**src/saq_pkg.sv**
```systemverilog
// Package for the sorted alarm queue: sizes, codes, cell and control types.
// No dependencies.
package saq_pkg;

   localparam int MaxAlarms = 16;
   localparam int HandleCapacity = 255;
   localparam int RecWidth = $clog2(MaxAlarms);
   localparam int HandleWidth = 8;

   typedef logic [RecWidth-1:0] rec_type;
   typedef logic [HandleWidth-1:0] handle_type;

   typedef enum logic [1:0] {
      MODE_DELETE = 2'd0,
      MODE_SET    = 2'd1,
      MODE_CYCLE  = 2'd2,
      MODE_KILL   = 2'd3
   } mode_type;

   typedef enum logic [1:0] {
      ST_OK         = 2'd0,
      ST_BAD_HANDLE = 2'd1,
      ST_NO_ROOM    = 2'd2
   } status_type;

   typedef enum logic [1:0] {
      S_IDLE,
      S_WORK,
      S_DONE
   } state_type;

   // contents of one queue cell
   typedef struct packed {
      logic        valid;
      logic [15:0] owner;
      logic [31:0] due;
      rec_type     rec;
   } cell_type;

   // command broadcast from control to every cell
   typedef struct packed {
      logic        insert;
      logic        remove_rec;
      logic        remove_owner;
      logic [15:0] owner;
      logic [31:0] due;
      rec_type     rec;
   } cmd_type;

endpackage

```
**src/saq_cell.sv**
```systemverilog
// One queue cell: holds one alarm entry, takes from left or right neighbor.
// Depends on saq_pkg.
module saq_cell (
   input  logic              clock,
   input  logic              reset,
   input  saq_pkg::cmd_type  cmd,
   input  saq_pkg::cell_type left_cell,
   input  logic              left_ins,
   input  logic              left_del,
   input  saq_pkg::cell_type right_cell,
   output saq_pkg::cell_type cell_out,
   output logic              ins_out,
   output logic              del_out
);
   saq_pkg::cell_type cell_ff, cell_in;
   logic here_del, here_ins;

   always_comb begin
      here_ins = cell_ff.valid && (cell_ff.due > cmd.due);
      here_ins = here_ins || !cell_ff.valid;
      ins_out = left_ins || here_ins;
      // only the first matching cell removes itself in a cycle
      here_del = !left_del && cell_ff.valid &&
                 ((cmd.remove_rec && cell_ff.rec == cmd.rec) ||
                  (cmd.remove_owner && cell_ff.owner == cmd.owner));
      del_out = left_del || here_del;
      cell_in = cell_ff;
      if (cmd.insert) begin
         if (left_ins) begin
            cell_in = left_cell;
         end else if (here_ins) begin
            cell_in.valid = 1'b1;
            cell_in.owner = cmd.owner;
            cell_in.due = cmd.due;
            cell_in.rec = cmd.rec;
         end
      end else if (del_out) begin
         cell_in = right_cell;
      end
   end

   assign cell_out = cell_ff;

   always_ff @(posedge clock) begin
      if (reset) begin
         cell_ff.valid <= 1'b0;
      end else begin
         cell_ff.valid <= cell_in.valid;
      end
      cell_ff.owner <= cell_in.owner;
      cell_ff.due <= cell_in.due;
      cell_ff.rec <= cell_in.rec;
   end
endmodule

```
**src/saq_chain.sv**
```systemverilog
// Row of queue cells sorted by due tick; presence of each record index.
// Depends on saq_pkg and saq_cell.
module saq_chain (
   input  logic                           clock,
   input  logic                           reset,
   input  saq_pkg::cmd_type               cmd,
   output logic [saq_pkg::MaxAlarms-1:0]  rec_live,
   output logic                           owner_hit
);
   saq_pkg::cell_type cells [saq_pkg::MaxAlarms+1];
   logic ins [saq_pkg::MaxAlarms+1];
   logic del [saq_pkg::MaxAlarms+1];
   saq_pkg::cell_type empty_cell;

   assign empty_cell = '0;
   assign cells[0] = empty_cell;
   assign ins[0] = 1'b0;
   assign del[0] = 1'b0;

   for (genvar i = 0; i < saq_pkg::MaxAlarms; i++) begin : g_cell
      saq_pkg::cell_type right_c;
      if (i == saq_pkg::MaxAlarms - 1) begin : g_last
         assign right_c = empty_cell;
      end else begin : g_mid
         assign right_c = cells[i+2];
      end
      saq_cell u_cell (
         .clock(clock), .reset(reset), .cmd(cmd),
         .left_cell(cells[i]), .left_ins(ins[i]), .left_del(del[i]),
         .right_cell(right_c),
         .cell_out(cells[i+1]), .ins_out(ins[i+1]), .del_out(del[i+1])
      );
   end

   always_comb begin
      rec_live = '0;
      owner_hit = 1'b0;
      for (int i = 1; i <= saq_pkg::MaxAlarms; i++) begin
         if (cells[i].valid) begin
            rec_live[cells[i].rec] = 1'b1;
            if (cells[i].owner == cmd.owner) owner_hit = 1'b1;
         end
      end
   end
endmodule

```
**config.mk**
```make
export PLATFORM = sky130hd
export DESIGN_NAME = saq_chain
export DESIGN_NICKNAME = d
export VERILOG_FILES = /design/src/saq_pkg.sv /design/src/saq_cell.sv /design/src/saq_chain.sv
export SDC_FILE = /design/constraint.sdc
export NUM_CORES = 2
export LEC_CHECK = 0
export ABC_CLOCK_PERIOD_IN_PS = 12500
export BUFFER_PORTS_ARGS = -buffer_cell sky130_fd_sc_hd__buf_4
export CORE_MARGIN = 2
export CORE_UTILIZATION = 65
export DETAILED_ROUTE_END_ITERATION = 10
export PLACE_DENSITY = 0.82
export SLEW_MARGIN = 30
export SYNTH_ARGS = -nofsm -noshare
export SYNTH_HDL_FRONTEND = slang
export SYNTH_SLANG_ARGS = --single-unit
```
**constraint.sdc**
```tcl
create_clock -name clock -period 12.5 [get_ports clock]
set_input_delay 1.875 -clock clock [delete_from_list [all_inputs] [get_ports clock]]
set_output_delay 1.875 -clock clock [all_outputs]
set_load 0.02 [all_outputs]
```
; Word-level counts from Yosys, hierarchy flattened
; Cells that the tools add are included.
; Widths: inputs -> output; s select.
[word_totals]
regBits = 848
out_inout_bits = 17
elab_cells = 537
inputBits = 57
[classes]
eq_ne = 48
bitwise = 15
reduce_logical = 219
n_lt_le_gt_ge = 48
muxes = 143
[ops]
columns = operator, n
row1 = $mux 53, 63
row2 = $gt 32x32->1, 16
row3 = $eq 16x16->1, 16
row4 = $mux 16, 16
row5 = $or 16x16->16, 15
row6 = $logic_and 1x1->1, 95
row7 = $lt 4x5->1 const B, 16
row8 = $demux 1 s4, 16
row9 = $eq 4x4->1, 16
row10 = $ge 4x1->1 const B, 16
row11 = $logic_or 1x1->1, 61
row12 = $mux 1, 48
row13 = $ne 3x1->1 const B, 15
row14 = $reduce_and 2->1, 16
row15 = $reduce_bool 2->1, 16
row16 = $logic_not 1->1, 31
row17 = $ne 2x1->1 const B, 1

; Logic depth before layout (Yosys ltp)
[logic_depth]
ltp_word = 66
ltp_mapped = 16
mapped_depth_nobuf = 11

; Hierarchy
; Synthesis repeated with hierarchy kept, for this count alone.
[hier_totals]
hier_cells = 6811
hier_area_um2 = 65535.4
[modules_own_cells]
columns = mod, cells_each, area_per_inst_um2, n_inst, seq_area_each_um2
row1 = saq_cell, 375, 3752.3, 16, 1581.5
row2 = saq_chain, 811, 5497.8, 1, 0.0

; Least setup slack after synthesis
; Ideal clock, no wire load.
[synth_timing]
path_type = in2reg
from = input cmd[31] (netlist name)
to = register g_cell[11].u_cell.cell_ff, in the netlist g_cell[11].u_cell.cell_out[0] (enable)
stages = 15
path_slack_ns = 4.794
n_path_buf = 5
setup_ns = 0.493
required_time_ns = 12.007
t_arrival_ns = 7.213
cell_sequence = inv_1 ha_1 nand4_1 or4_1 nor3_1 a211oi_2 nand2_1 or2_1 clkbuf_1 buf_6 buf_2 buf_4 buf_2 nor2_1 a31oi_1
[synth_between]
elab_chain_cells = 15
word_cells_on_any_way = 48
classes_between = 12 x order compare / 1 x eq/ne / 35 x reduce/logical
[synth_rtl]
columns = element, line_no
row1 = start: declaration, saq_chain.sv:6  ; input saq_pkg::cmd_type cmd,
row2 = $gt 32x32->1, saq_cell.sv:19  ; here_ins = cell_ff.valid && (cell_ff.due > cmd.due);
row3 = $logic_and 1x1->1, saq_cell.sv:19
row4 = $logic_or 1x1->1, saq_cell.sv:20  ; here_ins = here_ins || !cell_ff.valid;
row5 = $logic_or 1x1->1 (10 in series), saq_cell.sv:21  ; ins_out = left_ins || here_ins;
row6 = $ne 3x1->1 (no line) (*), --
row7 = $reduce_and 2->1 (no line) (*), --
row8 = end: declaration, saq_cell.sv:15  ; saq_pkg::cell_type cell_ff, cell_in;
; Every way passes the cells marked *; elsewhere a longest branch is shown, timed or not.
; A chain may end at the register's enable or synchronous reset.

; Final worst setup path
[layout_timing]
from = input cmd[34] (netlist name)
to = register g_cell[9].u_cell.cell_ff, in the netlist g_cell[9].u_cell.cell_out[14] (enable)
[layout_between]
elab_chain_cells = 13
word_cells_on_any_way = 40
classes_between = 10 x order compare / 1 x eq/ne / 29 x reduce/logical
[layout_rtl]
columns = element, line_no
row1 = $gt 32x32->1, saq_cell.sv:19
row2 = $logic_and 1x1->1, saq_cell.sv:19
row3 = $logic_or 1x1->1, saq_cell.sv:20
row4 = $logic_or 1x1->1 (8 in series), saq_cell.sv:21
row5 = $ne 3x1->1 (no line) (*), --
row6 = $reduce_and 2->1 (no line) (*), --
row7 = end: declaration, saq_cell.sv:15
; Marks and branches as above.

==> impl_metrics.yaml <==
synthesis:
  synth_area_mm2: 0.0609
  syn_inst: 6630
  synth_cell_type_count: 89
  ys_warn_count: 0
  synth_top_area_share_pct: 41.0
  syn_nets: 7199
  synth-edff-count: 832
  syn_area_per_cell_um2: 9.19
  synth.area.top_cells: "edfxtp_1 41%, ha_1 11%, a21oi_1 5.1%"
  seq_area_frac_synth_pct: 41.5
  synth-async-reset-ratio_pct: 0
  synth_largest_area_cell: "edfxtp_1"
  ys.flop_type: "edfxtp_1"
  ys_ff_latch: 848
floorplanning:
  die_h_um: 310
  rows: 112
  io_pins: 74
  die_w_um: 310
  start_util_pct: 65.4
  core-area_mm2: 0.0932
  die-area_mm2: 0.0962
clocking:
  cts_made_buffers: 95
  post_cts_buffers: 0
  cts.repair.resized: 0
  cts_tree: "built"
  clk_path_buf_depth: 3
  clk_pin_slew_ns: 0.06
  root_buffer: "clkbuf_16"
  cts.htree.levels: 3
  clk_latency_ns: 0.74
  postCtsHoldBufs: 0
  cts.sinks: 848
cells_and_area:
  layout-drive-gt1-share_pct: 6.06
  nNetsFinal: 6943
  largest_register_ffs: 848
  syn_to_final_growth_pct: 7.20
timing:
  finClkSkew_ns: 0.0601
  slew_headroom_pct: 20.7
  rsz0062_at_grt: "no"
  hold_viol: 0
  max_freq_mhz: 127
  finalMaxSlewViolations: 0
  fin_tns_setup_ns: 0
  setup_violations: 0
  timing.final.crit_share_pct: 62.8
  worstMarginPinSlew_ns: 1.18
  hold_ws_ns: 0.583
  finalCriticalPeriod_ns: 7.86
outcome:
  status: "completed"
power_and_ir_drop:
  power_density_mw_per_mm2: 131
  peakVddDrop_mv: 0.125
  static-leakage-power_nw: 25.3
  p_total_mw: 8.53
drt:
  routed_wl_um: 244000
  vias: 58500
  drc: 0
  drt_iter0_drc: 12800
  dr.pass1.iters: 10
  detail-route-antenna-nets: 0
  routedWlPerCell_um: 31.7
  viasPerCell: 7.59
flow_run:
  cap_violations: 0
worst_setup_path:
  arrival_ns: 8.24
  crit_type: "input port to flip-flop"
  worst-path-max-fanout: 58
  crit_required_ns: 12.88
  cp-end-kind: "flip-flop"
  start_kind: "input port"
grt:
  grt_overflow: 0
  grt_pass1_wl_um: 352000
  antenna_found_initial: 16
  grt_usage_pct: 49.5
  grt_pass1_vias: 54300
  grt_max_degree: 235
hold_path:
  hp-class: "flip-flop to flip-flop"
placed_design:
  gp_congestion: 1.08
  hpwl_um: 166000
  portBuffers: 73
## critical path: stages
cell and delay [ns]:
buf_4 0.14, inv_1 0.58, ha_1 0.39, nand4_1 0.27
nor2_1 0.10, or4_4 0.50, a2111oi_4 0.70, a32o_1 0.81
nand3_4 0.43, buf_4 0.57, or4_4 0.92, nor2_1 0.27
nor2_4 0.18, buf_4 0.41
## report_power, final
part	total, mW	internal, mW	switching (mW)
Clock	2.95	1.65	1.31
Combinational	1.69	0.599	1.10
Sequential	3.88	3.51	0.373
## cells in the mapped netlist (42+ instances only)
master and instances:
mux2i_1 151, ha_1 512, edfxtp_1 832, nand3_1 440, o221ai_1 253, inv_1 403
a21o_1 49, nand2_1 428, o31ai_1 55, o31a_1 42, xor2_1 157, nor4_1 112
clkbuf_1 386, a22oi_1 42, xnor2_1 154, buf_2 85, o21ai_0 199, a21oi_1 621
nand4_1 169, a31oi_1 157, a211oi_1 44, nor2_1 692, nor3_1 116, o22ai_1 62
## layout make-up
type                    instances  area (um^2)
clock buffers                 119         2570
flip-flops and latches        848        25300
repair buffers                170         1490
diodes                          4         10.0
well taps                    1254         1570
fillers                      7015        27900
clock inverters                56          571
inverters                     405         1530
multi-input cells            4854        32300
## path summary, 6_finish.rpt
path                            slack, ns  depth (start not counted)                            end                          start
worst max-delay path                 4.64                         14  g_cell[9].u_cell.cell_out[14]                        cmd[34]
worst min-delay path                 0.58                          2  g_cell[0].u_cell.cell_out[52]  g_cell[0].u_cell.cell_out[52]
worst max register to register       6.10                         12  g_cell[9].u_cell.cell_out[14]  g_cell[0].u_cell.cell_out[34]
worst min register to register       0.58                          2  g_cell[0].u_cell.cell_out[52]  g_cell[0].u_cell.cell_out[52]
## placed cells by master, fill, tap and decap left out, types with 151 or more instances in the layout
master / netlist / routed
a31oi_1: 157 / 154
mux2i_1: 151 / 151
a21oi_1: 621 / 616
xnor2_1: 154 / 154
nand3_1: 440 / 439
inv_1: 403 / 403
o221ai_1: 253 / 253
edfxtp_1: 832 / 832
o21ai_0: 199 / 199
nand2_1: 428 / 426
nor2_1: 692 / 689
nand4_1: 169 / 169
xor2_1: 157 / 157
buf_4: 2 / 152
ha_1: 512 / 512
## stage by stage
| step | std cells | util [%] | worst slack (ns) | instance area [um^2] |
|---|---|---|---|---|
| floorplan | 6630 | - | 4.79 | 60900 |
| global placement | 7520 | 66.4 | 4.11 | 61900 |
| detailed placement | 7527 | 66.6 | 4.34 | 62100 |
| CTS | 7702 | 70.0 | 5.04 | 65200 |
| global route | 7706 | 70.1 | 4.65 | 65300 |
| finish | 7710 | 70.1 | 4.64 | 65300 |
## layer usage
| layer | global-route usage [%] | wire length (um) | vias to the layer above |
|---|---|---|---|
| li1 | - | - | 24400 |
| met1 | 64.4 | 82500 | 27200 |
| met2 | 70.6 | 99700 | 5591 |
| met3 | 16.7 | 41900 | 1235 |
| met4 | 32.2 | 20000 | 20 |
| met5 | 0 | 117 | - |
## cell families (layout without fill, tap and decap cells)
logic type,count (synthesis),in the layout,share of synthesized area (%)
AND/OR/NAND/NOR,2146,2146,16.5
AO/OA/AOI/OAI,1730,1730,18.4
buffers and inverters,928,750,6.00
flip-flops,848,848,41.5
adder cells (fa/ha/maj),512,512,10.5
XOR/XNOR,311,311,4.47
multiplexers,155,155,2.55
other,0,4,0
Note: power is estimated with default switching activity, not from simulation.
